===== config.mk =====
export PLATFORM = sky130hd
export DESIGN_NAME = exp_golomb_nal_payload_writer
export DESIGN_NICKNAME = d
export VERILOG_FILES = /design/src/hw/rtl/egw_pkg.sv /design/src/hw/rtl/egw_queue.sv /design/src/hw/rtl/egw_front.sv /design/src/hw/rtl/egw_back.sv /design/src/hw/rtl/exp_golomb_nal_payload_writer.sv
export SDC_FILE = /design/constraint.sdc
export NUM_CORES = 1
export LEC_CHECK = 0
export ABC_AREA = 1
export BUFFER_PORTS_ARGS = -buffer_cell sky130_fd_sc_hd__buf_2
export CAP_MARGIN = 40
export CORE_UTILIZATION = 45
export CTS_BUF_LIST = sky130_fd_sc_hd__clkbuf_4 sky130_fd_sc_hd__clkbuf_8 sky130_fd_sc_hd__clkbuf_16
export DETAILED_ROUTE_END_ITERATION = 10
export SYNTH_ARGS = -nofsm -noshare
export SYNTH_HDL_FRONTEND = slang
export SYNTH_SLANG_ARGS = --single-unit

===== constraint.sdc =====
create_clock -name clock -period 15.7 [get_ports clock]
set_clock_uncertainty 0.05 [all_clocks]
set_input_delay 2.355 -clock clock [delete_from_list [all_inputs] [get_ports clock]]
set_output_delay 2.355 -clock clock [all_outputs]
set_load 0.02 [all_outputs]

===== src/hw/rtl/egw_pkg.sv =====
// ----------------------------------------------------------------------------
// egw_pkg
// Shared types and constants of the Exp-Golomb NAL payload writer: operation
// codes, queue entry kinds and the entry passed from front to back.
// ----------------------------------------------------------------------------
package egw_pkg;

   localparam int QUEUE_DEPTH_DEFAULT = 4;

   // operation codes on the request side
   localparam logic [2:0] OP_START = 3'd0;
   localparam logic [2:0] OP_UE    = 3'd1;
   localparam logic [2:0] OP_SE    = 3'd2;
   localparam logic [2:0] OP_FLOAT = 3'd3;
   localparam logic [2:0] OP_FLUSH = 3'd4;

   // queue entry kinds
   localparam logic [1:0] KIND_START  = 2'd0;
   localparam logic [1:0] KIND_CODE   = 2'd1;
   localparam logic [1:0] KIND_FLUSH  = 2'd2;
   localparam logic [1:0] KIND_REJECT = 2'd3;

   localparam logic [7:0] HDR_TYPE_RESET = 8'd24;
   localparam logic [7:0] ESC_BYTE       = 8'h03;
   localparam logic [7:0] ESC_LIMIT      = 8'd4;
   localparam logic [7:0] RECENT_RESET   = 8'hFF;

   // one code segment: nbits significant bits of word, left aligned, sent
   // after nbits-1 leading zeros; tail counts the bits of later segments of
   // the same item
   typedef struct packed {
      logic [1:0]  kind;
      logic [32:0] word;
      logic [5:0]  nbits;
      logic [4:0]  tail;
   } egw_entry_type;

endpackage


===== src/hw/rtl/egw_queue.sv =====
// ----------------------------------------------------------------------------
// egw_queue
// Small register FIFO of code segments between the front and the back part.
// ----------------------------------------------------------------------------
module egw_queue
   import egw_pkg::*;
#(
   parameter int DEPTH = QUEUE_DEPTH_DEFAULT
) (
   input  logic          clock,
   input  logic          reset,
   input  logic          push,
   input  egw_entry_type push_entry,
   input  logic          pop,
   output egw_entry_type pop_entry,
   output logic          full,
   output logic          empty
);

   localparam int PTR_W = (DEPTH > 1) ? $clog2(DEPTH) : 1;
   localparam int CNT_W = $clog2(DEPTH + 1);

   egw_entry_type      slot_ff [DEPTH];
   logic [PTR_W-1:0]   wr_ptr_ff, wr_ptr_in;
   logic [PTR_W-1:0]   rd_ptr_ff, rd_ptr_in;
   logic [CNT_W-1:0]   count_ff, count_in;

   assign full      = (count_ff == CNT_W'(DEPTH));
   assign empty     = (count_ff == '0);
   assign pop_entry = slot_ff[rd_ptr_ff];

   function automatic logic [PTR_W-1:0] next_ptr(input logic [PTR_W-1:0] p);
      if (p == PTR_W'(DEPTH - 1)) begin
         return '0;
      end
      return p + PTR_W'(1);
   endfunction

   always_comb begin
      wr_ptr_in = wr_ptr_ff;
      rd_ptr_in = rd_ptr_ff;
      count_in  = count_ff;
      if (push) begin
         wr_ptr_in = next_ptr(wr_ptr_ff);
      end
      if (pop) begin
         rd_ptr_in = next_ptr(rd_ptr_ff);
      end
      if (push && !pop) begin
         count_in = count_ff + CNT_W'(1);
      end else if (pop && !push) begin
         count_in = count_ff - CNT_W'(1);
      end
   end

   always_ff @(posedge clock) begin
      if (reset) begin
         wr_ptr_ff <= '0;
         rd_ptr_ff <= '0;
         count_ff  <= '0;
      end else begin
         wr_ptr_ff <= wr_ptr_in;
         rd_ptr_ff <= rd_ptr_in;
         count_ff  <= count_in;
      end
   end

   always_ff @(posedge clock) begin
      if (push) begin
         slot_ff[wr_ptr_ff] <= push_entry;
      end
   end

endmodule


===== src/hw/rtl/egw_front.sv =====
// ----------------------------------------------------------------------------
// egw_front
// Accepts request words, checks ranges and turns each one into queue
// entries. A shared normaliser finds the code length a byte or a fine step
// per cycle; nonzero float words run it three times (mantissa, exponent, mantissa code).
// ----------------------------------------------------------------------------
module egw_front
   import egw_pkg::*;
(
   input  logic          clock,
   input  logic          reset,
   input  logic          req_tvalid,
   output logic          req_tready,
   input  logic [2:0]    req_operation,
   input  logic [30:0]   req_unsigned_value,
   input  logic [31:0]   req_signed_value,
   input  logic [31:0]   req_float_bits,
   input  logic          q_full,
   output logic          q_push,
   output egw_entry_type q_entry
);

   localparam logic [2:0] F_IDLE = 3'd0;
   localparam logic [2:0] F_MANT = 3'd1;
   localparam logic [2:0] F_ESEG = 3'd2;
   localparam logic [2:0] F_SEG1 = 3'd3;
   localparam logic [2:0] F_PUSH = 3'd4;

   logic [2:0]    state_ff, state_in;
   logic [32:0]   nw_ff, nw_in;
   logic [5:0]    ns_ff, ns_in;
   egw_entry_type ent_ff, ent_in;
   egw_entry_type seg2_ff, seg2_in;
   logic          two_ff, two_in;
   logic [4:0]    tail_ff, tail_in;
   logic          sign_ff, sign_in;
   logic [7:0]    exp_ff, exp_in;
   logic [31:0]   c1_ff, c1_in;

   // normaliser step
   logic [7:0]    top8;
   logic [2:0]    lz8;
   logic [3:0]    sh8;
   logic [32:0]   step_word;
   logic [5:0]    step_ns;

   always_comb begin
      top8 = nw_ff[32:25];
      lz8  = 3'd7;
      for (int i = 0; i < 8; i++) begin
         if (top8[i]) begin
            lz8 = 3'(7 - i);
         end
      end
      sh8       = (top8 == 8'h00) ? 4'd8 : {1'b0, lz8};
      step_word = nw_ff << sh8;
      step_ns   = ns_ff + {2'b00, sh8};
   end

   assign req_tready = (state_ff == F_IDLE);
   assign q_push     = (state_ff == F_PUSH) && !q_full;
   assign q_entry    = ent_ff;

   logic [32:0]        se_dbl;
   logic [32:0]        se_code;
   logic [7:0]         f_exp;
   logic [22:0]        f_frac;
   logic [23:0]        mant;
   logic [31:0]        fixed;
   logic [31:0]        flip;
   logic signed [8:0]  ev;
   logic signed [9:0]  ev2;
   logic [9:0]         ecode;
   logic [5:0]         nbits;
   logic [6:0]         tail_w;

   always_comb begin
      state_in = state_ff;
      nw_in    = nw_ff;
      ns_in    = ns_ff;
      ent_in   = ent_ff;
      seg2_in  = seg2_ff;
      two_in   = two_ff;
      tail_in  = tail_ff;
      sign_in  = sign_ff;
      exp_in   = exp_ff;
      c1_in    = c1_ff;

      se_dbl  = {req_signed_value, 1'b0};
      se_code = ($signed(req_signed_value) > 32'sd0) ? se_dbl - 33'd1 : 33'd0 - se_dbl;
      f_exp   = req_float_bits[30:23];
      f_frac  = req_float_bits[22:0];

      mant  = nw_ff[32:9];
      fixed = sign_ff ? 32'd0 - {1'b0, mant, 7'd0} : {1'b0, mant, 7'd0};
      for (int i = 0; i < 32; i++) begin
         flip[i] = fixed[31 - i];
      end
      if (exp_ff != 8'h00) begin
         ev = $signed({1'b0, exp_ff}) - 9'sd126;
      end else begin
         ev = -9'sd125 - $signed({3'b000, ns_ff});
      end
      ev2   = {ev, 1'b0};
      ecode = (ev > 9'sd0) ? 10'(ev2 - 10'sd1) : 10'(-ev2);

      nbits  = 6'd33 - ns_ff;
      tail_w = {nbits, 1'b0} - 7'd1;

      case (state_ff)
         F_IDLE: begin
            if (req_tvalid) begin
               two_in  = 1'b0;
               tail_in = '0;
               ns_in   = '0;
               ent_in  = '{kind: KIND_REJECT, word: '0, nbits: '0, tail: '0};
               state_in = F_PUSH;
               case (req_operation)
                  OP_START: ent_in.kind = KIND_START;
                  OP_FLUSH: ent_in.kind = KIND_FLUSH;
                  OP_UE: begin
                     if (req_unsigned_value != 31'h7FFF_FFFF) begin
                        nw_in    = {2'b00, req_unsigned_value} + 33'd1;
                        state_in = F_SEG1;
                     end
                  end
                  OP_SE: begin
                     if (!($signed(req_signed_value) < -32'sd1073741823 ||
                           $signed(req_signed_value) > 32'sd1073741824)) begin
                        nw_in    = se_code + 33'd1;
                        state_in = F_SEG1;
                     end
                  end
                  OP_FLOAT: begin
                     if (f_exp != 8'hFF) begin
                        sign_in = req_float_bits[31];
                        exp_in  = f_exp;
                        if (f_exp == 8'h00 && f_frac == '0) begin
                           // signed zero: a single ue(0)
                           nw_in    = 33'd1;
                           state_in = F_SEG1;
                        end else begin
                           nw_in    = {(f_exp != 8'h00), f_frac, 9'd0};
                           state_in = F_MANT;
                        end
                     end
                  end
                  default: ent_in.kind = KIND_REJECT;
               endcase
            end
         end
         F_MANT: begin
            if (nw_ff[32]) begin
               c1_in    = flip;
               nw_in    = {23'd0, ecode} + 33'd1;
               ns_in    = '0;
               state_in = F_ESEG;
            end else begin
               nw_in = step_word;
               ns_in = step_ns;
            end
         end
         F_ESEG: begin
            if (nw_ff[32]) begin
               seg2_in  = '{kind: KIND_CODE, word: nw_ff, nbits: nbits, tail: '0};
               tail_in  = tail_w[4:0];
               two_in   = 1'b1;
               nw_in    = {1'b0, c1_ff} + 33'd1;
               ns_in    = '0;
               state_in = F_SEG1;
            end else begin
               nw_in = step_word;
               ns_in = step_ns;
            end
         end
         F_SEG1: begin
            if (nw_ff[32]) begin
               ent_in   = '{kind: KIND_CODE, word: nw_ff, nbits: nbits, tail: tail_ff};
               state_in = F_PUSH;
            end else begin
               nw_in = step_word;
               ns_in = step_ns;
            end
         end
         F_PUSH: begin
            if (!q_full) begin
               if (two_ff) begin
                  ent_in = seg2_ff;
                  two_in = 1'b0;
               end else begin
                  state_in = F_IDLE;
               end
            end
         end
         default: state_in = F_IDLE;
      endcase
   end

   always_ff @(posedge clock) begin
      if (reset) begin
         state_ff <= F_IDLE;
         two_ff   <= 1'b0;
      end else begin
         state_ff <= state_in;
         two_ff   <= two_in;
      end
   end

   always_ff @(posedge clock) begin
      nw_ff   <= nw_in;
      ns_ff   <= ns_in;
      ent_ff  <= ent_in;
      seg2_ff <= seg2_in;
      tail_ff <= tail_in;
      sign_ff <= sign_in;
      exp_ff  <= exp_in;
      c1_ff   <= c1_in;
   end

endmodule


===== src/hw/rtl/egw_back.sv =====
// ----------------------------------------------------------------------------
// egw_back
// Drains queue entries into the byte packer, up to eight bits a cycle while
// the response word is not stalled, applies emulation prevention to each
// completed byte and drives the registered response word.
// ----------------------------------------------------------------------------
module egw_back
   import egw_pkg::*;
(
   input  logic          clock,
   input  logic          reset,
   input  logic [7:0]    hdr_type,
   input  logic          q_empty,
   input  egw_entry_type q_entry,
   output logic          q_pop,
   output logic          rsp_tvalid,
   input  logic          rsp_tready,
   output logic [7:0]    rsp_tdata,
   output logic [1:0]    rsp_tuser,
   output logic          rsp_tlast
);

   localparam logic [2:0] B_IDLE  = 3'd0;
   localparam logic [2:0] B_ZERO  = 3'd1;
   localparam logic [2:0] B_BITS  = 3'd2;
   localparam logic [2:0] B_HOLD  = 3'd3;
   localparam logic [2:0] B_START = 3'd4;

   logic [2:0]  state_ff, state_in;
   logic [2:0]  resume_ff, resume_in;
   logic [7:0]  pbits_ff, pbits_in;
   logic [2:0]  pcnt_ff, pcnt_in;
   logic [7:0]  rec_mid_ff, rec_mid_in;
   logic [7:0]  rec_new_ff, rec_new_in;
   logic [5:0]  zrem_ff, zrem_in;
   logic [5:0]  brem_ff, brem_in;
   logic [32:0] bw_ff, bw_in;
   logic [4:0]  tail_ff, tail_in;
   logic [7:0]  hold_byte_ff, hold_byte_in;
   logic        hold_last_ff, hold_last_in;
   logic [1:0]  scnt_ff, scnt_in;

   logic        valid_ff, valid_in;
   logic [7:0]  obyte_ff, obyte_in;
   logic        oesc_ff, oesc_in;
   logic        orej_ff, orej_in;
   logic        olast_ff, olast_in;

   assign rsp_tvalid = valid_ff;
   assign rsp_tdata  = obyte_ff;
   assign rsp_tuser  = {orej_ff, oesc_ff};
   assign rsp_tlast  = olast_ff;

   logic        out_free;
   logic [3:0]  free;
   logic [5:0]  rem;
   logic [3:0]  k;
   logic [7:0]  data8;
   logic [15:0] sh;
   logic [3:0]  newcnt;
   logic [6:0]  item_rem;
   logic [2:0]  next_phase;
   logic        emit;
   logic [7:0]  e_byte;
   logic        e_esc;
   logic        e_rej;
   logic        e_last;
   logic        cpl;
   logic [7:0]  cbyte;
   logic        clast;
   logic [2:0]  cres;
   logic        esc;

   always_comb begin
      state_in     = state_ff;
      resume_in    = resume_ff;
      pbits_in     = pbits_ff;
      pcnt_in      = pcnt_ff;
      rec_mid_in   = rec_mid_ff;
      rec_new_in   = rec_new_ff;
      zrem_in      = zrem_ff;
      brem_in      = brem_ff;
      bw_in        = bw_ff;
      tail_in      = tail_ff;
      hold_byte_in = hold_byte_ff;
      hold_last_in = hold_last_ff;
      scnt_in      = scnt_ff;
      q_pop        = 1'b0;
      emit         = 1'b0;
      e_byte       = 8'h00;
      e_esc        = 1'b0;
      e_rej        = 1'b0;
      e_last       = 1'b0;
      cpl          = 1'b0;
      cbyte        = 8'h00;
      clast        = 1'b0;
      cres         = B_IDLE;
      esc          = 1'b0;

      out_free = !valid_ff || rsp_tready;

      // take as many bits as the current phase has and the byte can hold
      free   = 4'd8 - {1'b0, pcnt_ff};
      rem    = (state_ff == B_ZERO) ? zrem_ff : brem_ff;
      k      = ({2'b00, free} < rem) ? free : rem[3:0];
      data8  = (state_ff == B_BITS) ? bw_ff[32:25] : 8'h00;
      sh     = {pbits_ff, data8} << k;
      newcnt = {1'b0, pcnt_ff} + k;
      if (state_ff == B_ZERO) begin
         item_rem = {1'b0, zrem_ff} - {3'b000, k} + {1'b0, brem_ff} + {2'b00, tail_ff};
         next_phase = (zrem_ff == {2'b00, k}) ? B_BITS : B_ZERO;
      end else begin
         item_rem = {1'b0, brem_ff} - {3'b000, k} + {2'b00, tail_ff};
         next_phase = (brem_ff == {2'b00, k}) ? B_IDLE : B_BITS;
      end

      if (out_free) begin
         case (state_ff)
            B_IDLE: begin
               if (!q_empty) begin
                  q_pop = 1'b1;
                  case (q_entry.kind)
                     KIND_START: begin
                        pbits_in   = 8'h00;
                        pcnt_in    = 3'd0;
                        rec_new_in = RECENT_RESET;
                        scnt_in    = 2'd0;
                        state_in   = B_START;
                     end
                     KIND_CODE: begin
                        zrem_in  = q_entry.nbits - 6'd1;
                        brem_in  = q_entry.nbits;
                        bw_in    = q_entry.word;
                        tail_in  = q_entry.tail;
                        state_in = (q_entry.nbits == 6'd1) ? B_BITS : B_ZERO;
                     end
                     KIND_FLUSH: begin
                        if (pcnt_ff != 3'd0) begin
                           cpl   = 1'b1;
                           cbyte = pbits_ff << (4'd8 - {1'b0, pcnt_ff});
                           clast = 1'b1;
                           cres  = B_IDLE;
                        end
                     end
                     default: begin
                        emit   = 1'b1;
                        e_rej  = 1'b1;
                        e_last = 1'b1;
                     end
                  endcase
               end
            end
            B_ZERO, B_BITS: begin
               if (state_ff == B_ZERO) begin
                  zrem_in = zrem_ff - {2'b00, k};
               end else begin
                  brem_in = brem_ff - {2'b00, k};
                  bw_in   = bw_ff << k;
               end
               if (newcnt == 4'd8) begin
                  cpl   = 1'b1;
                  cbyte = sh[15:8];
                  clast = (item_rem < 7'd8);
                  cres  = next_phase;
               end else begin
                  pbits_in = sh[15:8];
                  pcnt_in  = newcnt[2:0];
                  state_in = next_phase;
               end
            end
            B_HOLD: begin
               emit     = 1'b1;
               e_byte   = hold_byte_ff;
               e_last   = hold_last_ff;
               state_in = resume_ff;
            end
            B_START: begin
               emit = 1'b1;
               case (scnt_ff)
                  2'd2:    e_byte = 8'h01;
                  2'd3:    e_byte = hdr_type;
                  default: e_byte = 8'h00;
               endcase
               scnt_in = scnt_ff + 2'd1;
               if (scnt_ff == 2'd3) begin
                  e_last   = 1'b1;
                  state_in = B_IDLE;
               end
            end
            default: state_in = B_IDLE;
         endcase

         // completed byte: insert the escape after two zero bytes when it is below 0x04
         if (cpl) begin
            esc      = (rec_mid_ff == 8'h00) && (rec_new_ff == 8'h00) && (cbyte < ESC_LIMIT);
            pbits_in = 8'h00;
            pcnt_in  = 3'd0;
            emit     = 1'b1;
            rec_new_in = cbyte;
            if (esc) begin
               e_byte       = ESC_BYTE;
               e_esc        = 1'b1;
               rec_mid_in   = RECENT_RESET;
               hold_byte_in = cbyte;
               hold_last_in = clast;
               resume_in    = cres;
               state_in     = B_HOLD;
            end else begin
               e_byte     = cbyte;
               e_last     = clast;
               rec_mid_in = rec_new_ff;
               state_in   = cres;
            end
         end
      end

      valid_in = valid_ff;
      obyte_in = obyte_ff;
      oesc_in  = oesc_ff;
      orej_in  = orej_ff;
      olast_in = olast_ff;
      if (emit) begin
         valid_in = 1'b1;
         obyte_in = e_byte;
         oesc_in  = e_esc;
         orej_in  = e_rej;
         olast_in = e_last;
      end else if (rsp_tready) begin
         valid_in = 1'b0;
      end
   end

   always_ff @(posedge clock) begin
      if (reset) begin
         state_ff   <= B_IDLE;
         pbits_ff   <= 8'h00;
         pcnt_ff    <= 3'd0;
         rec_mid_ff <= RECENT_RESET;
         rec_new_ff <= RECENT_RESET;
         valid_ff   <= 1'b0;
      end else begin
         state_ff   <= state_in;
         pbits_ff   <= pbits_in;
         pcnt_ff    <= pcnt_in;
         rec_mid_ff <= rec_mid_in;
         rec_new_ff <= rec_new_in;
         valid_ff   <= valid_in;
      end
   end

   always_ff @(posedge clock) begin
      resume_ff    <= resume_in;
      zrem_ff      <= zrem_in;
      brem_ff      <= brem_in;
      bw_ff        <= bw_in;
      tail_ff      <= tail_in;
      hold_byte_ff <= hold_byte_in;
      hold_last_ff <= hold_last_in;
      scnt_ff      <= scnt_in;
      obyte_ff     <= obyte_in;
      oesc_ff      <= oesc_in;
      orej_ff      <= orej_in;
      olast_ff     <= olast_in;
   end

endmodule


===== src/hw/rtl/exp_golomb_nal_payload_writer.sv =====
// ----------------------------------------------------------------------------
// exp_golomb_nal_payload_writer
// Exp-Golomb metadata NAL payload writer with emulation prevention.
// ----------------------------------------------------------------------------
//   channel | direction | word contents
//   --------+-----------+-----------------------------------------------------
//   req_    | in        | tuser: operation; tdata: unsigned, signed, float bits
//   rsp_    | out       | tdata: byte; tuser: escape, rejected; tlast: last
//   csr_    | in        | data: header type byte (always ready)
//
// The front takes a new request word only when idle, after its entries are
// queued: the normaliser moves a byte or a fine step per cycle, and nonzero
// float words use it three times. The back puts up to 8 bits a cycle into
// the packer and sends one response word a cycle while not stalled; it pops
// each queue entry in its idle state. Reset is synchronous and clears the
// packer; recent bytes go to 0xFF, the header type to 24. A stalled response
// halts only the back; the queue lets the front keep accepting until full.
// ----------------------------------------------------------------------------
module exp_golomb_nal_payload_writer
   import egw_pkg::*;
#(
   parameter int QUEUE_DEPTH = QUEUE_DEPTH_DEFAULT
) (
   input  logic        clock,
   input  logic        reset,
   input  logic        req_tvalid,
   output logic        req_tready,
   // [30:0] unsigned_value, [62:31] signed_value, [94:63] float_bits
   input  logic [95:0] req_tdata,
   // [2:0] operation
   input  logic [2:0]  req_tuser,
   output logic        rsp_tvalid,
   input  logic        rsp_tready,
   // [7:0] out_byte
   output logic [7:0]  rsp_tdata,
   // [0] is_escape, [1] rejected
   output logic [1:0]  rsp_tuser,
   output logic        rsp_tlast,
   input  logic        csr_valid,
   output logic        csr_ready,
   input  logic [7:0]  csr_data
);

   logic [7:0]    hdr_type_ff, hdr_type_in;
   logic          q_push;
   egw_entry_type q_push_entry;
   logic          q_pop;
   egw_entry_type q_pop_entry;
   logic          q_full;
   logic          q_empty;

   assign csr_ready = 1'b1;

   always_comb begin
      hdr_type_in = hdr_type_ff;
      if (csr_valid) begin
         hdr_type_in = csr_data;
      end
   end

   always_ff @(posedge clock) begin
      if (reset) begin
         hdr_type_ff <= HDR_TYPE_RESET;
      end else begin
         hdr_type_ff <= hdr_type_in;
      end
   end

   egw_front u_front (
      .clock              (clock),
      .reset              (reset),
      .req_tvalid         (req_tvalid),
      .req_tready         (req_tready),
      .req_operation      (req_tuser),
      .req_unsigned_value (req_tdata[30:0]),
      .req_signed_value   (req_tdata[62:31]),
      .req_float_bits     (req_tdata[94:63]),
      .q_full             (q_full),
      .q_push             (q_push),
      .q_entry            (q_push_entry)
   );

   egw_queue #(
      .DEPTH (QUEUE_DEPTH)
   ) u_queue (
      .clock      (clock),
      .reset      (reset),
      .push       (q_push),
      .push_entry (q_push_entry),
      .pop        (q_pop),
      .pop_entry  (q_pop_entry),
      .full       (q_full),
      .empty      (q_empty)
   );

   egw_back u_back (
      .clock      (clock),
      .reset      (reset),
      .hdr_type   (hdr_type_ff),
      .q_empty    (q_empty),
      .q_entry    (q_pop_entry),
      .q_pop      (q_pop),
      .rsp_tvalid (rsp_tvalid),
      .rsp_tready (rsp_tready),
      .rsp_tdata  (rsp_tdata),
      .rsp_tuser  (rsp_tuser),
      .rsp_tlast  (rsp_tlast)
   );

endmodule


==> impl_metrics.py, run 1 <==
metrics = {
    "status": {
        "status": "finished clean",
    },
    "clock_network": {
        "path_clk_slew_ps": 60,
        "clkSinkCount": 472,
        "cts_resized": 0,
        "cts_htree_levels": 2,
        "cts_made_buffers": 52,
        "clock_path_buffers": 3,
        "cts_setup_buffers": 0,
        "cts_root_buffer": "clkbuf_16",
        "clk_latency_ps": 620,
        "cts_hold_buf": 0,
        "cts_tree": "done",
    },
    "flow_run": {
        "cap_violations": 0,
    },
    "layout": {
        "layout.cells.non_filler": 4215,
        "diodes": 0,
        "utilization_pct": 50.6,
        "final_layout_size_suffix_gt1_share_pct": 10.7,
        "multi_input_area_um2": 12500,
        "regArea_um2": 13700,
        "syn_to_final_growth_pct": 11.2,
        "fill_cells": 5885,
        "nNetsFinal": 3511,
    },
    "global_routing": {
        "grt_overflow_total": 0,
        "grt_start_max_net_pins": 85,
        "grt_pass1_wl_mm": 126,
        "first_global_vias": 22900,
        "track_usage_pct": 25.4,
        "antenna_found_initial": 0,
    },
    "setup_path": {
        "arrival_ps": 6710,
        "endpoint_kind": "flop",
        "path_class": "in2reg",
        "cp.required_ps": 16010,
        "critical_path.most_common_cell": "nand2_1",
        "critPathBufInv": 5,
        "crit_family": "simple AND/OR/NAND/NOR gates",
        "slowest_delay_ps": 640,
        "startpoint_type": "primary input",
        "cp_max_fo": 30,
        "crit_path_top_delay_cell": "nand2_2",
    },
    "min_path": {
        "holdCritPathClass": "reg2reg",
    },
    "logic_synthesis": {
        "netlist_instances": 3254,
        "synthArstFlopShare_pct": 0,
        "syn_area_per_cell_um2": 8.63,
        "synth_ff_type": "edfxtp_1",
        "synth_compound_area_share_pct": 14.5,
        "synthAdderAreaFrac_pct": 3.02,
        "synth.area.mux_share_pct": 1.60,
        "synth_nets": 3429,
        "syn_area_um2": 28100,
        "ys_types": 74,
        "synth_edf_count": 420,
        "ys_ff_latch": 472,
        "synth_simple_gate_area_share_pct": 21.1,
        "yosysSeqAreaShare_pct": 48.6,
        "yosys_warnings": 0,
        "synth_top_family_by_area": "simple AND/OR/NAND/NOR gates",
        "synth_xor_area_share_pct": 3.96,
    },
    "placement": {
        "routabilityCongestion": 0.908,
        "pre_cts_slack_ps": 8630,
        "dp.cells": 4119,
        "place.port_buffers": 123,
        "dp_hpwl_mm": 59.9,
    },
    "timing": {
        "fin_crit_ps": 6400,
        "rsz0062_at_grt": "no",
        "fin_hold_ws_ps": 404,
        "worstMarginPinSlew_ps": 917,
        "slew_viol_final": 0,
        "tns_ps": 0,
        "slew_headroom_pct": 38.4,
        "max_freq_ghz": 0.156,
        "setup_ws_ps": 9300,
        "period_share_pct": 40.8,
        "finalSetupViolCount": 0,
        "finalHoldViolCount": 0,
    },
    "floorplanning": {
        "die_height_um": 252,
        "rows": 91,
        "die_w_um": 252,
        "dieArea_um2": 63400,
        "design.core.area_um2": 61700,
        "start_util_pct": 45.5,
        "ios": 126,
    },
    "pwr": {
        "leakagePower_nw": 12.4,
        "p_per_area_nw_per_um2": 227,
        "vdd_ir_drop_max_mv": 0.117,
    },
    "routing": {
        "initialDrtViolationCount": 1987,
        "first_pass_iters": 6,
        "drc": 0,
        "ant_nets": 0,
        "via_per_inst": 5.55,
        "wl_per_cell_um": 19.1,
        "wirelength_mm": 80.5,
        "vias": 23400,
    },
}
[synth_stat cells (5+ instances only)]
library cell  instances  area share, %
nor3_1               52           0.93
xnor2_1              33            1.0
nand3_1             168            3.0
inv_1               344            4.6
o211ai_1             24           0.64
buf_1                 8           0.11
inv_2                13           0.17
nand3_2               9           0.32
nand4_1              44           0.98
clkbuf_1             94            1.3
a31oi_1              15           0.33
a21oi_1             116            2.1
dfxtp_1              52            3.7
a211oi_1             21           0.56
nor2_1              316            4.2
buf_6                 5           0.20
o21ai_1              11           0.20
mux2i_1              45            1.6
xor2_1               92            2.9
ha_1                 55            2.5
o21ai_0             355            6.3
a211oi_2              5           0.22
o22ai_1              46            1.0
nand2_2              14           0.31
a221oi_1             16           0.50
nor2_2               13           0.29
buf_2                22           0.39
nand2_1             652            8.7
nor4_1               28           0.62
o221ai_1             11           0.34
a22o_1                7           0.22
a311oi_1              5           0.16
a22oi_1               9           0.24
buf_4                 9           0.24
a32o_1               12           0.43
or2_2                18           0.40
fa_1                  8           0.57
o2111ai_1             5           0.16
edfxtp_1            420             45
[cell usage in the layout (no fill, tap or decap), types with 7 or more instances in the layout]
| cell type | instances |
|---|---|
| clkbuf_4 | 10 |
| inv_1 | 342 |
| buf_2 | 127 |
| a32o_1 | 12 |
| nand2_2 | 15 |
| fa_1 | 8 |
| nand3_2 | 9 |
| xor2_1 | 92 |
| nor2_2 | 15 |
| a211oi_1 | 21 |
| xnor2_1 | 33 |
| o221ai_1 | 11 |
| nand3_1 | 168 |
| a21oi_1 | 116 |
| nor2_4 | 9 |
| or2_2 | 18 |
| inv_2 | 14 |
| a31oi_1 | 15 |
| nand2_1 | 651 |
| o22ai_1 | 46 |
| o21ai_0 | 354 |
| nor2_1 | 309 |
| clkinv_1 | 16 |
| buf_4 | 37 |
| a22o_1 | 7 |
| nor3_1 | 52 |
| mux2i_1 | 45 |
| nand4_1 | 44 |
| o21ai_1 | 11 |
| clkinv_2 | 8 |
| o211ai_1 | 24 |
| a221oi_1 | 16 |
| edfxtp_1 | 420 |
| a22oi_1 | 9 |
| ha_1 | 55 |
| dfxtp_1 | 51 |
| clkbuf_16 | 52 |
| nor4_1 | 27 |
[cell families (layout without fill, tap and decap cells)]
family / Yosys count / count (layout)
muxes: 45 / 45
other: 1 / 1
buffers and inverters: 501 / 625
xor gates and xnor gates: 126 / 126
and+or+nand+nor: 1351 / 1351
DFF: 472 / 472
adders and majority gates: 63 / 63
AOI/OAI and AO/OA: 695 / 695
[metal layers]
metal / global-route usage [%] / vias up / share of wire, %
met5: 0 / - / 0
met4: 9.90 / 0 / 3.5
met3: 3.37 / 136 / 5.4
met2: 42.2 / 722 / 47
met1: 33.6 / 11100 / 44
li1: - / 11400 / -
[layout make-up]
type	instances	area share, %
flip-flops and latches	472	43.7
multi-input cells	2281	40.0
clock buffers	62	4.41
inverters	362	4.36
well taps	837	3.35
repair buffers	167	3.14
clock inverters	34	1.00
[sequential cells by signal, summed over array words and instances (netlist names), 6 cells and up, named ones only]
| register | cells |
|---|---|
| u_back.pbits_ff | 8 |
| u_back.bw_ff | 33 |
| u_back.brem_ff | 6 |
| u_front.nw_ff | 33 |
| u_back.rec_new_ff | 8 |
| u_back.rec_mid_ff | 8 |
| u_front.c1_ff | 25 |
| u_back.hold_byte_ff | 8 |
| u_back.zrem_ff | 6 |
| hdr_type_ff | 8 |
| u_front.seg2_ff | 38 |
| u_front.q_entry | 46 |
| u_back.rsp_tdata | 8 |
| u_front.exp_ff | 8 |
| u_queue.slot_ff | 184 |
| u_front.ns_ff | 6 |
[path summary, 6_finish.rpt]
check	startpoint	to	slack [ps]	depth (start not counted)
setup / recovery	req_tdata[31]	u_front.nw_ff[29]	9300	26
hold / removal	u_front.nw_ff[7]	u_front.seg2_ff[18]	400	0
setup reg to reg	u_back.pcnt_ff[0]	u_back.rsp_tlast	9730	24
hold reg to reg	u_front.nw_ff[7]	u_front.seg2_ff[18]	400	0
[power by group]
| part | switching, W | internal (W) |
|---|---|---|
| sequential | 0.000266 | 0.00196 |
| clock | 0.000513 | 0.000697 |
| combinational | 0.00254 | 0.00112 |
[stage by stage]
step | cell area, um^2 | power, W
final | 31200 | 0.00710
after global routing | 31200 | 0.00766
after CTS | 31200 | 0.00711
after detailed placement | 29500 | 0.00587
after global placement | 29400 | 0.00577
after floorplan | 28100 | 0.00477
(Power assumes the default switching activity.)
==> run 2: changes to the inputs <==
==> constraint.sdc (replaced) <==
create_clock -name clock -period 5.85 [get_ports clock]
set_clock_uncertainty 0.05 [all_clocks]
set_input_delay 0.8775 -clock clock [delete_from_list [all_inputs] [get_ports clock]]
set_output_delay 0.8775 -clock clock [all_outputs]
set_load 0.02 [all_outputs]
==> run 2 against run 1 <==
Effect of this change: cell count rose by 0.19%; setup slack got worse by 8700 ps; non-clock buffer count rose by 7; cell area rose by 0.45%; clock power rose to 2.8 times the previous value; worst hold slack got worse by 4.0 ps; wire length rose by 2.1%.
==> impl_metrics.py, run 2 (same netlist as run 1, synthesis figures left out) <==
metrics = {
    "global_routing": {
        "grt_pass1_wl_mm": 128,
        "grt_start_max_net_pins": 87,
        "track_usage_pct": 25.8,
        "antenna_found_initial": 0,
        "first_global_vias": 22800,
        "grt_overflow_total": 0,
    },
    "timing": {
        "finalSetupViolCount": 0,
        "max_freq_ghz": 0.189,
        "worstMarginPinSlew_ps": 888,
        "slew_headroom_pct": 40.0,
        "slew_viol_final": 0,
        "fin_crit_ps": 5290,
        "rsz0062_at_grt": "no",
        "finalHoldViolCount": 0,
        "period_share_pct": 90.4,
        "tns_ps": 0,
        "setup_ws_ps": 560,
    },
    "clock_network": {
        "cts_tree": "done",
        "clock_path_buffers": 3,
        "cts_made_buffers": 52,
        "cts_resized": 0,
        "clkSinkCount": 472,
        "cts_setup_buffers": 0,
        "clk_latency_ps": 600,
        "path_clk_slew_ps": 70,
        "cts_root_buffer": "clkbuf_16",
        "cts_hold_buf": 0,
        "cts_htree_levels": 2,
    },
    "routing": {
        "wirelength_mm": 82.2,
        "first_pass_iters": 5,
        "via_per_inst": 5.56,
        "vias": 23500,
        "ant_nets": 0,
        "drc": 0,
        "initialDrtViolationCount": 1939,
        "wl_per_cell_um": 19.5,
    },
    "placement": {
        "dp_hpwl_mm": 62.0,
        "dp.cells": 4125,
        "place.port_buffers": 123,
        "pre_cts_slack_ps": 605,
        "routabilityCongestion": 0.942,
    },
    "layout": {
        "diodes": 0,
        "largest_register": "u_queue.slot_ff",
        "largest_reg_flops": 184,
        "syn_to_final_growth_pct": 11.7,
        "final_common_cell": "nand2_1",
        "layout.cells.non_filler": 4223,
        "layout_common_cells": "nand2_1 (651), edfxtp_1 (420), o21ai_0 (354)",
        "nNetsFinal": 3518,
        "final_layout_size_suffix_gt1_share_pct": 11.0,
    },
    "min_path": {
        "holdCritPathClass": "in2reg",
    },
    "setup_path": {
        "slowest_delay_ps": 650,
        "endpoint_kind": "flop",
        "critical_path.most_common_cell": "nand2_1",
        "cp_max_fo": 33,
        "arrival_ps": 5680,
        "cp.required_ps": 6240,
        "path_class": "reg2reg",
        "crit_path_top_delay_cell": "dfxtp_1",
        "startpoint_type": "flop",
    },
    "floorplanning": {
        "ios": 126,
        "die_height_um": 252,
        "die_w_um": 252,
        "start_util_pct": 45.5,
        "design.core.area_um2": 61700,
        "dieArea_um2": 63400,
        "rows": 91,
    },
    "pwr": {
        "p_per_area_nw_per_um2": 615,
        "vdd_ir_drop_max_mv": 0.308,
        "leakagePower_nw": 12.4,
    },
    "status": {
        "status": "finished clean",
    },
    "flow_run": {
        "cap_violations": 0,
    },
}
[run 2: per-layer routing]
layer	track usage, %	routed length, um	up-vias
met4	8.31	2480	0
met2	43.8	39400	765
met5	0	0	-
li1	-	-	11500
met1	34.5	35900	11100
met3	2.78	4420	130
[run 2: path summary, 6_finish.rpt]
| kind | start | end | slack (ps) | depth (start not counted) |
|---|---|---|---|---|
| max | u_back.pcnt_ff[0] | u_back.pbits_ff[5] | 560 | 25 |
| min | req_tdata[94] | u_front.sign_ff | 400 | 1 |
| max reg2reg | u_back.pcnt_ff[0] | u_back.pbits_ff[5] | 560 | 25 |
| min reg2reg | hdr_type_ff[3] | hdr_type_ff[3] | 410 | 2 |
[run 2: power by group]
part           switching [W]  total, W  leakage [nW]  internal (W)
combinational        0.00688   0.00990          7.20       0.00303
clock                0.00138   0.00338         0.871       0.00201
sequential          0.000739   0.00600          4.35       0.00527
total                0.00899    0.0193          12.4        0.0103
[run 2: cell type report]
cell class,instances,area [um^2]
clock inverters,38,402
multi-input cells,2281,12500
well taps,837,1050
inverters,362,1360
flip-flops and latches,472,13700
fillers,5858,30300
clock buffers,59,1370
repair buffers,174,1030
[run 2: worst max-delay path, delay by kind of cell, from the launching register on]
kind                     cells  cell delay (ps)
AO/OA/AOI/OAI                3              510
adder cells (fa/ha/maj)      3              950
AND/OR/NAND/NOR             15             2030
buffers and inverters        4              900
flip-flops                   1              650
[run 2: metrics by stage]
stage                     hold slack (ps)  area, um^2  total power, W  utilization, %
final                                 400       31400          0.0193            50.8
after global routing                  370       31400          0.0207            50.8
after CTS                             366       31400          0.0193            50.8
after detailed placement              396       29600          0.0159            47.9
after global placement                382       29500          0.0157            47.8
after floorplan                       371       28100          0.0128               -
==> run 3: changes to the inputs <==
==> constraint.sdc (replaced) <==
create_clock -name clock -period 5.1 [get_ports clock]
set_clock_uncertainty 0.05 [all_clocks]
set_input_delay 0.765 -clock clock [delete_from_list [all_inputs] [get_ports clock]]
set_output_delay 0.765 -clock clock [all_outputs]
set_load 0.02 [all_outputs]
==> run 3 against run 2 <==
Effect of this change: clock-buffer cell count increased by 12; sequential cell count unchanged; via count increased by 0.66%; combinational power increased by 15%; cell count increased by 0.31%; largest cell class unchanged.
==> impl_metrics.py, run 3 (same netlist as run 1, synthesis figures left out) <==
metrics = {
    "status": {
        "status": "finished clean",
    },
    "clock_network": {
        "cts_tree": "done",
        "clk_latency_ps": 610,
        "cts_made_buffers": 52,
        "cts_htree_levels": 2,
        "clkSinkCount": 472,
        "clock_path_buffers": 3,
        "cts_root_buffer": "clkbuf_16",
        "cts_setup_buffers": 0,
        "path_clk_slew_ps": 70,
    },
    "min_path": {
        "holdCritPathClass": "in2reg",
    },
    "global_routing": {
        "grt_overflow_total": 0,
        "track_usage_pct": 25.8,
        "grt_start_max_net_pins": 89,
        "grt_pass1_wl_mm": 128,
        "antenna_found_initial": 0,
        "first_global_vias": 22800,
    },
    "setup_path": {
        "endpoint_kind": "flop",
        "crit_path_top_delay_cell": "buf_4",
        "slowest_delay_ps": 530,
        "critical_path.most_common_cell": "nand2_1",
        "path_class": "reg2reg",
        "arrival_ps": 4880,
        "cp_max_fo": 50,
        "startpoint_type": "flop",
        "cp.required_ps": 5310,
        "path_cells": "inv_1, ha_1, inv_1, nand3_1, nand2_1, nand2_1, nand3_4, nand2_8, nand2_2, nand2_2, buf_4, nand2_1, nand2_1, nand2_1, nand2_1, nand2_1, nand2_1, nand3_1, nand2_1, nand2_1, nor2_1, nand3_2, nor2_4",
    },
    "floorplanning": {
        "die_height_um": 252,
        "design.core.area_um2": 61700,
        "ios": 126,
        "dieArea_um2": 63400,
        "rows": 91,
        "die_w_um": 252,
        "start_util_pct": 45.5,
    },
    "routing": {
        "wirelength_mm": 82.6,
        "via_per_inst": 5.58,
        "ant_nets": 0,
        "wl_per_cell_um": 19.5,
        "vias": 23600,
        "initialDrtViolationCount": 2107,
        "drc": 0,
        "first_pass_iters": 6,
    },
    "layout": {
        "syn_to_final_growth_pct": 12.3,
        "final_layout_size_suffix_gt1_share_pct": 11.6,
        "layout_common_cells": "nand2_1 (650), edfxtp_1 (420), o21ai_0 (354)",
        "final_common_cell": "nand2_1",
        "fill_cells": 5916,
        "largest_register": "u_queue.slot_ff",
        "largest_reg_flops": 184,
        "diodes": 0,
        "nNetsFinal": 3530,
    },
    "placement": {
        "place.port_buffers": 123,
        "pre_cts_slack_ps": 409,
        "dp_hpwl_mm": 62.1,
        "routabilityCongestion": 0.927,
    },
    "timing": {
        "period_share_pct": 91.5,
        "finalSetupViolCount": 0,
        "worstMarginPinSlew_ps": 933,
        "setup_ws_ps": 431,
        "finalHoldViolCount": 0,
        "max_freq_ghz": 0.214,
        "slew_viol_final": 0,
        "fin_crit_ps": 4670,
        "slew_headroom_pct": 37.8,
        "rsz0062_at_grt": "no",
        "tns_ps": 0,
    },
    "pwr": {
        "p_per_area_nw_per_um2": 708,
        "vdd_ir_drop_max_mv": 0.364,
        "leakagePower_nw": 12.5,
    },
    "flow_run": {
        "cap_violations": 0,
    },
}
## run 3: cell count changes in the layout (fill, tap and decap cells not counted), moves of 2 or more
cell and delta:
buf_4 +12, clkbuf_4 +8, clkbuf_8 +4, clkinv_1 -7, inv_6 -4, nor4_2 -2
## run 3: area by class of cell
class,instances,area [um^2],area share [%]
multi-input cells,2281,12500,39.6
inverters,362,1360,4.32
flip-flops and latches,472,13700,43.3
well taps,837,1050,3.32
repair buffers,186,1120,3.57
clock buffers,71,1490,4.71
clock inverters,27,363,1.15
## run 3: metrics by stage
stage / hold WS (ps) / instance area, um^2 / utilization [%] / cells / total power [W]
floorplan: 371 / 28100 / - / 3254 / 0.0147
finish: 275 / 31500 / 51.1 / 4236 / 0.0223
CTS: 244 / 31500 / 51.1 / 4236 / 0.0224
global route: 273 / 31500 / 51.1 / 4236 / 0.0240
global placement: 386 / 29600 / 48.0 / 4131 / 0.0180
detailed placement: 389 / 29700 / 48.1 / 4138 / 0.0183
## run 3: worst paths after layout
path                     startpoint                      to  slack [ps]  cells past startpoint
setup / recovery  u_back.pcnt_ff[1]  u_back.hold_byte_ff[7]         430                     23
setup reg to reg  u_back.pcnt_ff[1]  u_back.hold_byte_ff[7]         430                     23
hold reg to reg    u_front.nw_ff[7]     u_front.seg2_ff[18]         400                      0
hold / removal        req_tdata[94]         u_front.sign_ff         280                      1
## run 3: what timing repair did
item,in CTS,in global routing
setup endpoints to repair,0,9
hold buffers,0,0
endpoints found under the hold margin,0,0
resized for setup,0,2
## run 3: per-layer routing
layer  track usage, %  vias up  routed length [um]
li1                 -    11500                   -
met1             34.6    11200               35900
met2             44.5      797               40000
met3             2.64      130                4600
met4             7.06        0                2070
met5                0        -                   0
## run 3: power by group
part	switching, W	leakage (nW)	total [W]	internal, W
logic	0.00791	7.27	0.0114	0.00353
clock network	0.00160	0.916	0.00402	0.00242
registers	0.000833	4.35	0.00687	0.00604
total	0.0103	12.5	0.0223	0.0120
## run 3: critical path: cells and delay by family, from the launching register on
| kind | cells | cell delay, ps |
|---|---|---|
| simple gates | 19 | 2480 |
| buf+inv | 3 | 900 |
| fa+ha+maj | 1 | 500 |
| flops | 1 | 360 |
